`src/tdavg_pkg.sv`:
```
// Package for the temporal depth averaging block with variance rejection.
// Holds status codes, back-end states, register map and reset values.
// No dependencies; imported by every module of the block.
`timescale 1ns / 1ps
`default_nettype none

package tdavg_pkg;

	// Result status codes
	typedef enum logic [1:0] {
		ST_OK   = 2'd0,
		ST_NONE = 2'd1,
		ST_VAR  = 2'd2,
		ST_OVER = 2'd3
	} status_t;

	// Back-end sequencer states
	typedef enum logic [2:0] {
		B_IDLE,
		B_MUL,
		B_SUB,
		B_CMP,
		B_DIV,
		B_DONE
	} back_state_t;

	// Configuration registers as seen by the datapath
	typedef struct packed {
		logic [15:0] min_depth;
		logic [15:0] max_depth;
		logic [15:0] threshold;
	} cfg_t;

	// Register map: index is paddr[3:2]
	localparam int          ADDR_W  = 4;
	localparam logic [1:0]  REG_MIN = 2'd0;
	localparam logic [1:0]  REG_MAX = 2'd1;
	localparam logic [1:0]  REG_THR = 2'd2;

	localparam logic [15:0] MIN_RST = 16'd0;
	localparam logic [15:0] MAX_RST = 16'd40000;
	localparam logic [15:0] THR_RST = 16'd20;

	// Entries of the queue between front and back
	localparam int          QUEUE_DEPTH = 2;

endpackage

`default_nettype wire

```
`src/tdavg_front.sv`:
```
// Front end: classifies depth samples and accumulates count, sum and sum of squares.
// On the marked sample, pushes a per-pixel summary into the queue.
// Depends on tdavg_pkg.
`timescale 1ns / 1ps
`default_nettype none

module tdavg_front #(
	parameter int MAX_FRAMES = 16,
	parameter int DEPTH_BITS = 16,
	parameter int REC_W      = 1
) (
	input  wire logic              clk,
	input  wire logic              arst_n,
	input  wire tdavg_pkg::cfg_t   cfg,
	input  wire logic              accept,
	input  wire logic [15:0]       depth_sample,
	input  wire logic              last_of_pixel,
	output logic                   rec_push,
	output logic [REC_W-1:0]       rec_data
);
	import tdavg_pkg::*;

	localparam int DW = (DEPTH_BITS < 16) ? DEPTH_BITS : 16;
	localparam int CW = $clog2(MAX_FRAMES + 2);
	localparam int SW = DW + $clog2(MAX_FRAMES + 1);
	localparam int QW = 2 * DW + $clog2(MAX_FRAMES + 1);

	logic [CW-1:0]   valid_cnt_q, samp_cnt_q;
	logic [SW-1:0]   sum_q;
	logic [QW-1:0]   sq_q;

	logic [DW-1:0]   d;
	logic [15:0]     d16;
	logic [2*DW-1:0] d_sq;
	logic            room, take;
	logic [CW-1:0]   valid_nxt, samp_nxt;
	logic [SW-1:0]   sum_nxt;
	logic [QW-1:0]   sq_nxt;

	assign d    = depth_sample[DW-1:0];
	assign d16  = 16'(d);
	assign d_sq = (2*DW)'(d) * (2*DW)'(d);
	assign room = samp_cnt_q < CW'(MAX_FRAMES);
	assign take = room && (d16 > cfg.min_depth) && (d16 < cfg.max_depth);

	always_comb begin
		valid_nxt = valid_cnt_q;
		sum_nxt   = sum_q;
		sq_nxt    = sq_q;
		if (take) begin
			valid_nxt = valid_cnt_q + CW'(1);
			sum_nxt   = sum_q + SW'(d);
			sq_nxt    = sq_q + QW'(d_sq);
		end
		samp_nxt = room ? samp_cnt_q + CW'(1) : CW'(MAX_FRAMES + 1);
	end

	// Summary: over flag, valid count, sum, sum of squares
	assign rec_push = accept && last_of_pixel;
	assign rec_data = {(samp_nxt > CW'(MAX_FRAMES)), valid_nxt, sum_nxt, sq_nxt};

	always_ff @(posedge clk or negedge arst_n) begin
		if (!arst_n) begin
			valid_cnt_q <= '0;
			samp_cnt_q  <= '0;
			sum_q       <= '0;
			sq_q        <= '0;
		end else if (accept) begin
			if (last_of_pixel) begin
				valid_cnt_q <= '0;
				samp_cnt_q  <= '0;
				sum_q       <= '0;
				sq_q        <= '0;
			end else begin
				valid_cnt_q <= valid_nxt;
				samp_cnt_q  <= samp_nxt;
				sum_q       <= sum_nxt;
				sq_q        <= sq_nxt;
			end
		end
	end

endmodule

`default_nettype wire

```
`src/tdavg_fifo.sv`:
```
// Short queue of pixel summaries between the front and back ends.
// Depends on tdavg_pkg for its depth.
`timescale 1ns / 1ps
`default_nettype none

module tdavg_fifo #(
	parameter int WIDTH = 1
) (
	input  wire logic             clk,
	input  wire logic             arst_n,
	input  wire logic             push,
	input  wire logic [WIDTH-1:0] wdata,
	output logic                  full,
	input  wire logic             pop,
	output logic [WIDTH-1:0]      rdata,
	output logic                  empty
);
	import tdavg_pkg::*;

	localparam int PW = (QUEUE_DEPTH > 1) ? $clog2(QUEUE_DEPTH) : 1;
	localparam int NW = $clog2(QUEUE_DEPTH + 1);

	logic [WIDTH-1:0] mem_q [QUEUE_DEPTH];
	logic [PW-1:0]    wr_ptr_q, rd_ptr_q;
	logic [NW-1:0]    cnt_q;
	logic             do_push, do_pop;

	assign full    = cnt_q == NW'(QUEUE_DEPTH);
	assign empty   = cnt_q == '0;
	assign do_push = push && !full;
	assign do_pop  = pop && !empty;
	assign rdata   = mem_q[rd_ptr_q];

	always_ff @(posedge clk) begin
		if (do_push) begin
			mem_q[wr_ptr_q] <= wdata;
		end
	end

	always_ff @(posedge clk or negedge arst_n) begin
		if (!arst_n) begin
			wr_ptr_q <= '0;
			rd_ptr_q <= '0;
			cnt_q    <= '0;
		end else begin
			if (do_push) begin
				wr_ptr_q <= (wr_ptr_q == PW'(QUEUE_DEPTH - 1)) ? '0 : wr_ptr_q + PW'(1);
			end
			if (do_pop) begin
				rd_ptr_q <= (rd_ptr_q == PW'(QUEUE_DEPTH - 1)) ? '0 : rd_ptr_q + PW'(1);
			end
			if (do_push && !do_pop) begin
				cnt_q <= cnt_q + NW'(1);
			end else if (do_pop && !do_push) begin
				cnt_q <= cnt_q - NW'(1);
			end
		end
	end

endmodule

`default_nettype wire

```
`src/tdavg_back.sv`:
```
// Back end: variance test and mean division for one pixel summary at a time.
// Holds the result register that feeds the output queue ports.
// Depends on tdavg_pkg.
`timescale 1ns / 1ps
`default_nettype none

module tdavg_back #(
	parameter int MAX_FRAMES = 16,
	parameter int DEPTH_BITS = 16,
	parameter int REC_W      = 1
) (
	input  wire logic              clk,
	input  wire logic              arst_n,
	input  wire tdavg_pkg::cfg_t   cfg,
	input  wire logic              rec_empty,
	input  wire logic [REC_W-1:0]  rec_data,
	output logic                   rec_pop,
	input  wire logic              pop,
	output logic                   empty,
	output logic [15:0]            mean_depth,
	output logic [1:0]             status
);
	import tdavg_pkg::*;

	localparam int DW    = (DEPTH_BITS < 16) ? DEPTH_BITS : 16;
	localparam int CW    = $clog2(MAX_FRAMES + 2);
	localparam int SW    = DW + $clog2(MAX_FRAMES + 1);
	localparam int QW    = 2 * DW + $clog2(MAX_FRAMES + 1);
	localparam int VW    = CW + QW;
	localparam int LIM_W = 32 + 2 * CW;
	localparam int CMP_W = (VW > LIM_W) ? VW : LIM_W;
	localparam int KW    = $clog2(SW + 1);

	back_state_t     state_q, state_nxt;

	logic            over_q;
	logic [CW-1:0]   n_q;
	logic [SW-1:0]   sum_q;
	logic [QW-1:0]   sq_q;
	logic [VW-1:0]   p_nsq_q, spread_q;
	logic [2*SW-1:0] p_ss_q;
	logic [31:0]     t2_q;
	logic [2*CW-1:0] nn1_q;
	logic [LIM_W-1:0] lim_q;
	logic [SW-1:0]   quo_q;
	logic [CW:0]     rem_q;
	logic [KW-1:0]   div_cnt_q;
	status_t         stat_q;

	logic            out_valid_q;
	logic [15:0]     mean_q;
	status_t         status_q;

	logic            pass;
	logic [CW:0]     trial;
	logic            ge;
	logic            res_load;

	assign pass  = (n_q == CW'(1)) ? (cfg.threshold != '0)
	                                : (CMP_W'(spread_q) < CMP_W'(lim_q));
	assign trial = {rem_q[CW-1:0], quo_q[SW-1]};
	assign ge    = trial >= (CW+1)'(n_q);

	// Next state
	always_comb begin
		state_nxt = state_q;
		case (state_q)
			B_IDLE: if (!rec_empty) state_nxt = B_MUL;
			B_MUL:  state_nxt = B_SUB;
			B_SUB:  state_nxt = B_CMP;
			B_CMP: begin
				if (!over_q && n_q != '0 && pass) state_nxt = B_DIV;
				else                              state_nxt = B_DONE;
			end
			B_DIV:  if (div_cnt_q == KW'(1)) state_nxt = B_DONE;
			B_DONE: if (res_load) state_nxt = B_IDLE;
			default: state_nxt = B_IDLE;
		endcase
	end

	// Outputs of the sequencer
	always_comb begin
		rec_pop  = 1'b0;
		res_load = 1'b0;
		case (state_q)
			B_IDLE:  rec_pop  = !rec_empty;
			B_DONE:  res_load = !out_valid_q || pop;
			default: begin
				rec_pop  = 1'b0;
				res_load = 1'b0;
			end
		endcase
	end

	always_ff @(posedge clk or negedge arst_n) begin
		if (!arst_n) begin
			state_q <= B_IDLE;
		end else begin
			state_q <= state_nxt;
		end
	end

	// Datapath
	always_ff @(posedge clk) begin
		case (state_q)
			B_IDLE: begin
				{over_q, n_q, sum_q, sq_q} <= rec_data;
			end
			B_MUL: begin
				p_nsq_q <= VW'(n_q) * VW'(sq_q);
				p_ss_q  <= (2*SW)'(sum_q) * (2*SW)'(sum_q);
				t2_q    <= 32'(cfg.threshold) * 32'(cfg.threshold);
				nn1_q   <= (2*CW)'(n_q) * (2*CW)'(n_q - CW'(1));
			end
			B_SUB: begin
				spread_q <= p_nsq_q - VW'(p_ss_q);
				lim_q    <= LIM_W'(t2_q) * LIM_W'(nn1_q);
			end
			B_CMP: begin
				rem_q     <= '0;
				div_cnt_q <= KW'(SW);
				if (over_q) begin
					stat_q <= ST_OVER;
					quo_q  <= '0;
				end else if (n_q == '0) begin
					stat_q <= ST_NONE;
					quo_q  <= '0;
				end else if (pass) begin
					stat_q <= ST_OK;
					quo_q  <= sum_q;
				end else begin
					stat_q <= ST_VAR;
					quo_q  <= '0;
				end
			end
			B_DIV: begin
				// One restoring step: shift in the next dividend bit, subtract if it fits
				rem_q     <= ge ? trial - (CW+1)'(n_q) : trial;
				quo_q     <= {quo_q[SW-2:0], ge};
				div_cnt_q <= div_cnt_q - KW'(1);
			end
			default: begin
			end
		endcase
		if (res_load) begin
			mean_q   <= 16'(quo_q);
			status_q <= stat_q;
		end
	end

	always_ff @(posedge clk or negedge arst_n) begin
		if (!arst_n) begin
			out_valid_q <= 1'b0;
		end else if (res_load) begin
			out_valid_q <= 1'b1;
		end else if (pop) begin
			out_valid_q <= 1'b0;
		end
	end

	assign empty      = !out_valid_q;
	assign mean_depth = mean_q;
	assign status     = status_q;

endmodule

`default_nettype wire

```
`src/temporal_depth_average_variance_gate.sv`:
```
// Temporal depth averaging with variance rejection, one pixel per run of samples.
// Throughput: one depth sample per cycle while the summary queue has room. The back end
// runs its multiply, subtract and compare steps on every pixel and its bit-serial divider
// only on an accepted one; a full queue stalls input.
// A summary passes the queue, then back-end states MUL, SUB, CMP, DIV (accepted only) and DONE.
// Reset (arst_n low, async): accumulators and queue cleared, result empty; min 0, max 40000, threshold 20.
`timescale 1ns / 1ps
`default_nettype none

module temporal_depth_average_variance_gate #(
	parameter int MAX_FRAMES = 16,
	parameter int DEPTH_BITS = 16
) (
	input  wire logic                         clk,
	input  wire logic                         arst_n,
	// configuration port
	input  wire logic                         psel,
	input  wire logic                         penable,
	input  wire logic                         pwrite,
	input  wire logic [tdavg_pkg::ADDR_W-1:0] paddr,
	input  wire logic [31:0]                  pwdata,
	output logic [31:0]                       prdata,
	output logic                              pready,
	// sample side
	input  wire logic                         push,
	output logic                              full,
	input  wire logic [15:0]                  depth_sample,
	input  wire logic                         last_of_pixel,
	// result side
	input  wire logic                         pop,
	output logic                              empty,
	output logic [15:0]                       mean_depth,
	output logic [1:0]                        status
);
	import tdavg_pkg::*;

	// Summary record layout: over flag, valid count, sum, sum of squares
	localparam int DW    = (DEPTH_BITS < 16) ? DEPTH_BITS : 16;
	localparam int CW    = $clog2(MAX_FRAMES + 2);
	localparam int SW    = DW + $clog2(MAX_FRAMES + 1);
	localparam int QW    = 2 * DW + $clog2(MAX_FRAMES + 1);
	localparam int REC_W = 1 + CW + SW + QW;

	logic [15:0]      min_q, max_q, thr_q;
	cfg_t             cfg;
	logic [1:0]       reg_idx;
	logic             cfg_wr;
	logic             in_acc;
	logic             rec_push, rec_pop, rec_empty, q_full;
	logic [REC_W-1:0] rec_wdata, rec_rdata;

	// Configuration port: zero wait states, word index in paddr[3:2]
	assign pready  = 1'b1;
	assign reg_idx = paddr[3:2];
	assign cfg_wr  = psel && penable && pwrite && pready;

	always_ff @(posedge clk or negedge arst_n) begin
		if (!arst_n) begin
			min_q <= MIN_RST;
			max_q <= MAX_RST;
			thr_q <= THR_RST;
		end else if (cfg_wr) begin
			case (reg_idx)
				REG_MIN: min_q <= pwdata[15:0];
				REG_MAX: max_q <= pwdata[15:0];
				REG_THR: thr_q <= pwdata[15:0];
				default: begin
					// drop writes to unmapped addresses
				end
			endcase
		end
	end

	always_comb begin
		case (reg_idx)
			REG_MIN: prdata = 32'(min_q);
			REG_MAX: prdata = 32'(max_q);
			REG_THR: prdata = 32'(thr_q);
			default: prdata = '0;
		endcase
	end

	assign cfg.min_depth = min_q;
	assign cfg.max_depth = max_q;
	assign cfg.threshold = thr_q;

	// Hold off samples only while the summary queue is full; the front end
	// pushes a summary on the marked sample, so this keeps every transaction.
	assign full   = q_full;
	assign in_acc = push && !q_full;

	tdavg_front #(
		.MAX_FRAMES (MAX_FRAMES),
		.DEPTH_BITS (DEPTH_BITS),
		.REC_W      (REC_W)
	) u_front (
		.clk           (clk),
		.arst_n        (arst_n),
		.cfg           (cfg),
		.accept        (in_acc),
		.depth_sample  (depth_sample),
		.last_of_pixel (last_of_pixel),
		.rec_push      (rec_push),
		.rec_data      (rec_wdata)
	);

	// Decouple accumulation from the slow variance test and divide
	tdavg_fifo #(
		.WIDTH (REC_W)
	) u_queue (
		.clk    (clk),
		.arst_n (arst_n),
		.push   (rec_push),
		.wdata  (rec_wdata),
		.full   (q_full),
		.pop    (rec_pop),
		.rdata  (rec_rdata),
		.empty  (rec_empty)
	);

	// Back end owns the result register, so it can start the next pixel
	// while the previous result waits for a pop transaction.
	tdavg_back #(
		.MAX_FRAMES (MAX_FRAMES),
		.DEPTH_BITS (DEPTH_BITS),
		.REC_W      (REC_W)
	) u_back (
		.clk        (clk),
		.arst_n     (arst_n),
		.cfg        (cfg),
		.rec_empty  (rec_empty),
		.rec_data   (rec_rdata),
		.rec_pop    (rec_pop),
		.pop        (pop),
		.empty      (empty),
		.mean_depth (mean_depth),
		.status     (status)
	);

endmodule

`default_nettype wire
```
`config.mk`:
```
export PLATFORM = sky130hd
export DESIGN_NAME = temporal_depth_average_variance_gate
export DESIGN_NICKNAME = d
export VERILOG_FILES = /design/src/tdavg_pkg.sv /design/src/tdavg_front.sv /design/src/tdavg_fifo.sv /design/src/tdavg_back.sv /design/src/temporal_depth_average_variance_gate.sv
export SDC_FILE = /design/constraint.sdc
export NUM_CORES = 2
export LEC_CHECK = 0
export BUFFER_PORTS_ARGS = -buffer_cell sky130_fd_sc_hd__buf_2
export CAP_MARGIN = 20
export CELL_PAD_IN_SITES_DETAIL_PLACEMENT = 0
export CELL_PAD_IN_SITES_GLOBAL_PLACEMENT = 1
export CORE_ASPECT_RATIO = 1.5
export CORE_MARGIN = 2
export CORE_UTILIZATION = 57
export DETAILED_ROUTE_END_ITERATION = 7
export HOLD_SLACK_MARGIN = 0.02
export PLACE_DENSITY = 0.88
export SLEW_MARGIN = 20
export SYNTH_ARGS = -nofsm -noshare
export SYNTH_HDL_FRONTEND = slang
export SYNTH_SLANG_ARGS = --single-unit
```
`constraint.sdc`:
```
create_clock -name clk -period 25.3 [get_ports clk]
set_input_delay 5.06 -clock clk [delete_from_list [all_inputs] [get_ports clk]]
set_output_delay 5.06 -clock clk [all_outputs]
set_load 0.02 [all_outputs]
```
---- Word-level counts from Yosys, hierarchy flattened ----
Memories as Yosys holds them, arrays and structs flattened. A register that Yosys moved wholly into a read port is not among the register bits.
Cells that the tools add are included.
word-level totals
  bits in registers ....................... 385
  output and inout port bits .............. 53
  input bits .............................. 60
  RAM bits ................................ 128
  word-level logic and storage cells ...... 130
  memories ................................ 1
memory list
  name           words  bits a word  rd ports  clocked after memory_dff  write ports  RTL line          source
  u_queue.mem_q  2      64           1         1                         1            tdavg_fifo.sv:23  logic [WIDTH-1:0] mem_q [QUEUE_DEPTH];
cells by class
  mux-type cells .......................... 34
  reductions and logical operators ........ 33
  eq/ne operators ......................... 13
  magnitude comparators ................... 6
  $mul .................................... 6
  add/subtract/negate cells ............... 12
operators by type and width
  operator                                                               count
  21-bit two-way mux                                                     5
  37-bit two-way mux                                                     2
  16-bit by 16-bit multiplier with 32-bit output                         2
  16-bit one-hot mux with 3 select lines                                 1
  42-bit < comparator                                                    1
  21-bit by 21-bit multiplier with 42-bit output                         1
  32-bit by 10-bit multiplier with 42-bit output                         1
  5-bit by 37-bit multiplier with 42-bit output                          1
  21-bit one-hot mux with 2 select lines                                 1
  42-bit subtractor                                                      1
  37-bit by 32-bit adder with 37-bit output                              1
  5-bit two-way mux                                                      5
  21-bit by 16-bit adder with 21-bit output                              1
  5-bit one-hot mux with 2 select lines                                  2
  3-bit one-hot mux with 6 select lines                                  1
  16-bit > comparator                                                    1
  16-bit < comparator                                                    1
  16-bit nonzero test                                                    1
  1-bit logical AND                                                      12
  5-bit by 1-bit adder with 5-bit output, second input constant          2
  5-bit by 1-bit equality test with 1-bit output, second input constant  2
  5-bit by 10-bit multiplier with 10-bit output                          1
  1-bit two-way mux                                                      10
  3-bit two-way mux                                                      3
  other kinds (27)                                                       45

---- Longest topological paths before layout ----
  depth in word-level cells ............... 9
  depth in mapped cells ................... 27
  depth with buffers taken out ............ 25

---- By module ----
From an unflattened synthesis, not the netlist that was laid out.
second synthesis, totals
  cell total of the unflattened synthesis .. 6784
  area, all modules ....................... 69037.5 µm²
by module, submodules not included
  module                                cells each  instances  sequential area each (µm²)  area each (µm²)
  tdavg_back                            4862        1          9709.3                      48178.7
  tdavg_front                           1525        1          1701.6                      13490.4
  tdavg_fifo                            218         1          3943.8                      5021.1
  temporal_depth_average_variance_gate  179         1          1209.9                      2347.3

---- Least setup slack after synthesis ----
OpenSTA, ideal clock, no wires.
  kind .................................... input -> output
  start ................................... in paddr[2] in the netlist's numbering
  end ..................................... out prdata[10]
  data required time ...................... 20.240 ns
  buffers on the path ..................... 2
  setup slack ............................. 13.696 ns
  stages on the path ...................... 4
  arrival time ............................ 6.544 ns
  cell sequence ........................... clkbuf_1 -> buf_1 -> mux2i_1 -> o21ai_0
on the way
  cells in the longest elaborated chain, start to end .. 2
  elaborated cells on any way between the ends .. 4
  classes of those cells .................. eq/ne (2); mux (1); reduce/logical (1)
RTL lines
  item                                         RTL line                                    source
  start, declared                              temporal_depth_average_variance_gate.sv:20  input wire logic [tdavg_pkg::ADDR_W-1:0] paddr,
  2-bit equality test (tied with other cells)  temporal_depth_average_variance_gate.sv:75  case (reg_idx)
  16-bit one-hot mux with 3 select lines *     temporal_depth_average_variance_gate.sv:75
  end, declared                                temporal_depth_average_variance_gate.sv:22  output logic [31:0] prdata,
Mark *: on every way between the ends. The rest lies on a longest branch, timed or not.

---- Final worst setup path ----
  start ................................... in depth_sample[3]
  end ..................................... mem u_queue.mem_q[1][28] in the netlist's numbering, data pin
on the way
  cells in the longest elaborated chain, start to end .. 4
  elaborated cells on any way between the ends .. 7
  classes of those cells .................. add/sub (1); mul (1); order compare (2); mux (1); reduce/logical (2)
RTL lines
  item                                                                               RTL line                                    source
  start, declared                                                                    temporal_depth_average_variance_gate.sv:27  input wire logic [15:0] depth_sample,
  branches (longest 3 deep; another with 37-bit by 32-bit adder with 37-bit output)  -
  37-bit two-way mux *                                                               tdavg_front.sv:50                           if (take) begin
  via rec_wdata[28]                                                                  temporal_depth_average_variance_gate.sv:50  logic [REC_W-1:0] rec_wdata, rec_rdata;
  end, declared                                                                      tdavg_fifo.sv:23
Mark *: on every way through the listed nets, which the timed path passes.

==> results.toml <==
[status]
status = "finished, final reports clean"

[die]
start_util_pct = 57.4
die_area_um2 = 124000
die_w_um = 288
coreArea_um2 = 120000
ios = 113
fp-row-count = 156
dieHeight_um = 431

[drt]
wire_per_inst_um = 18.4
vias_per_cell = 5.54
via_count = 47500
route.detailed.drc = 0
drtIter0Drc = 2456
dr.pass1.iters = 5
drtAntennaViolNets = 0
drt-total-wl_um = 158000

[grt]
grt_util_met1_pct = 31.2
grt_pass1_wl_um = 261000
overflow = 0
grt_max_degree = 85
track_usage_pct = 26.6
grt_pass1_vias = 51249
grtUsageMet3_pct = 2.23
top_usage_layer = "met2"
met2_usage_pct = 49.1
antenna_found_initial = 0

[worst_hold_path]
worstHoldPathType = "flip-flop to flip-flop"
hold_path_end = "u_back.status[0]"
whs_path_depth = 0
min-delay-start = "u_back.stat_q[0]"

[final_layout]
nFillCells = 10071
final_common_cell = "inv_1"
fin_util_pct = 60.6
multi_input_area_um2 = 46200
mostFrequentLayoutCells = "inv_1, fa_1, nand2_1"
layout.nets = 8662
seq_area_um2 = 16600
drive_gt1_share_pct = 5.58
syn_to_final_growth_pct = 5.61

[clock_tree]
cts.clk_slew.worst_paths_ps = 70
ctsHoldBuffers = 0
worst_skew_pair.late_latency_ps = 690
post_cts_resized = 0
htreeDepth = 2
numCtsBuffers = 56
clk_path_buf_depth = 3
cts_tree = "yes"
post_cts_buffers = 0
cts.sinks = 572
clock-root-buffer = "clkbuf_16"

[synthesis]
synth_top_family_by_area = "adder cells"
yosys-top-cells-area = "fa_1, edfxtp_1, ha_1, inv_1, nand2_1"
synth_compound_area_share_pct = 8.84
yosysSeqAreaShare_pct = 24.0
ys_async_sr_fraction_pct = 21.7
synth_top_area_share_pct = 28.8
synth_xor_area_share_pct = 3.20
synthMuxAreaShare_pct = 1.92
syn_avg_cell_area_um2 = 9.91
synthAdderAreaFrac_pct = 40.8
ys_seq_elements = 572
synth_top_cell_by_area = "fa_1"
ys_types = 82
synthSimpleGateAreaFrac_pct = 11.8
syn-cell-area_um2 = 69200
synth-edff-count = 448
synth-main-ff-cell = "edfxtp_1"
yosysWarnings = 0
syn-instance-count = 6979

[critical_path]
crit_fanout = 15
slowest_delay_ps = 590
cpLargestDelayFamily = "adder cells"
critPathSlowestCell = "a211oi_1"
ff2ff_setup_slack_ps = 17440
cp-end-kind = "flip-flop"
cpMostUsedCell = "inv_1"
path_class = "input pin to flip-flop"
reg2reg_depth = 26
setup.worst_path.start_class = "input pin"
cp_num_buf_inv = 8
cp.arrival_ps = 12270
r2r-end = "u_back.p_ss_q[41]"
required_ps = 25750
r2r_start = "u_back.sum_q[7]"

[sta]
final.setup_skew_ps = 73.6
final-max-slew-violation-count = 0
tightest_slew_ps = 1050
clock.fmax_mhz = 84.6
post-route-period-util_pct = 46.7
rsz0062_at_grt = "no"
setup_viol = 0
period_minus_slack_ps = 11820
maxSlewHeadroom_pct = 30.2
setup_tns_ps = 0
hold_violations = 0

[flow_run]
maxCapViolCount = 0

[placement]
place_congestion = 0.904
io_buffers = 77
dp_hpwl_um = 127000
## metrics by stage
step / instance area [um2] / hold WS [ps] / instances / setup WS [ps]
5_1_grt: 73000 / 465 / 8570 / 13220
6_report: 73000 / 439 / 8571 / 13480
2_1_floorplan: 69200 / 400 / 7004 / 13700
3_3_place_gp: 71100 / 436 / 8464 / 12920
3_5_place_dp: 71100 / 407 / 8464 / 12800
4_1_cts: 73000 / 448 / 8570 / 13510
## registers in the layout, summed over array words and instances (netlist names), 21 cells and up
signal	cells
u_front.sum_q	21
u_back.quo_q	21
u_back.t2_q	31
u_back.lim_q	41
u_back.p_nsq_q	42
u_queue.mem_q	128
u_back.p_ss_q	41
u_back.sum_q	21
u_front.sq_q	37
u_back.sq_q	37
u_back.spread_q	41
## cell usage after synthesis, types with 12 or more instances
cell      instances
nor2_1          215
o31ai_1          17
nor4_1           15
a22oi_1          14
o22ai_1          13
nor3_1           52
or3_1            15
o21a_1           38
xnor2_1         184
ha_1            666
a21o_1          139
xor2_1           69
fa_1            994
o21ai_0         208
inv_1          1457
o211ai_1         24
a22o_1           27
buf_4            17
and4_1           12
and2_1          375
nand2_1         801
nand2b_1         38
and3_1           33
nor2b_1          38
mux2_2           95
nand3_1          63
edfxtp_1        448
mux2i_1          26
nand4_1          36
dfrtp_1         117
o21bai_1         35
a211oi_1         34
a31oi_1          23
clkbuf_1        231
a21oi_1         226
## worst max-delay path by stage
stage               startpoint                   end  depth (start not counted)
2_1_floorplan         paddr[2]            prdata[10]                          4
3_3_place_gp   depth_sample[3]  u_queue.mem_q[0][35]                         26
3_5_place_dp   depth_sample[3]  u_queue.mem_q[0][35]                         26
4_1_cts        depth_sample[3]  u_queue.mem_q[1][35]                         26
5_1_grt        depth_sample[3]  u_queue.mem_q[1][35]                         26
6_report       depth_sample[3]  u_queue.mem_q[1][28]                         25
## layout make-up
class | count | share of cell area, %
clock buffers | 64 | 2.03
clock inverters | 42 | 0.620
inverters | 1457 | 7.49
multi-input cells | 4714 | 63.3
repair buffers | 141 | 1.19
flip-flops and latches | 572 | 22.7
well taps | 1580 | 2.71
diodes | 1 | 0.00343
## routing by layer
metal  wire length, um  part of all wire (%)
met4              7760                   4.9
met2             84200                    53
met3              5520                   3.5
met5                 0                     0
met1             60300                    38
## logic make-up (layout without fill, tap and decap cells)
group,after synthesis,count (layout)
muxes,121,121
adders and majority gates,1660,1660
xor gates and xnor gates,253,253
DFF,572,572
other,2,28
and+or+nand+nor,1725,1725
buffers and inverters,1718,1704
AOI/OAI and AO/OA,928,928
Power is not shown: default switching activity piles up to over one toggle a cycle in this logic, so the estimate is an artifact.
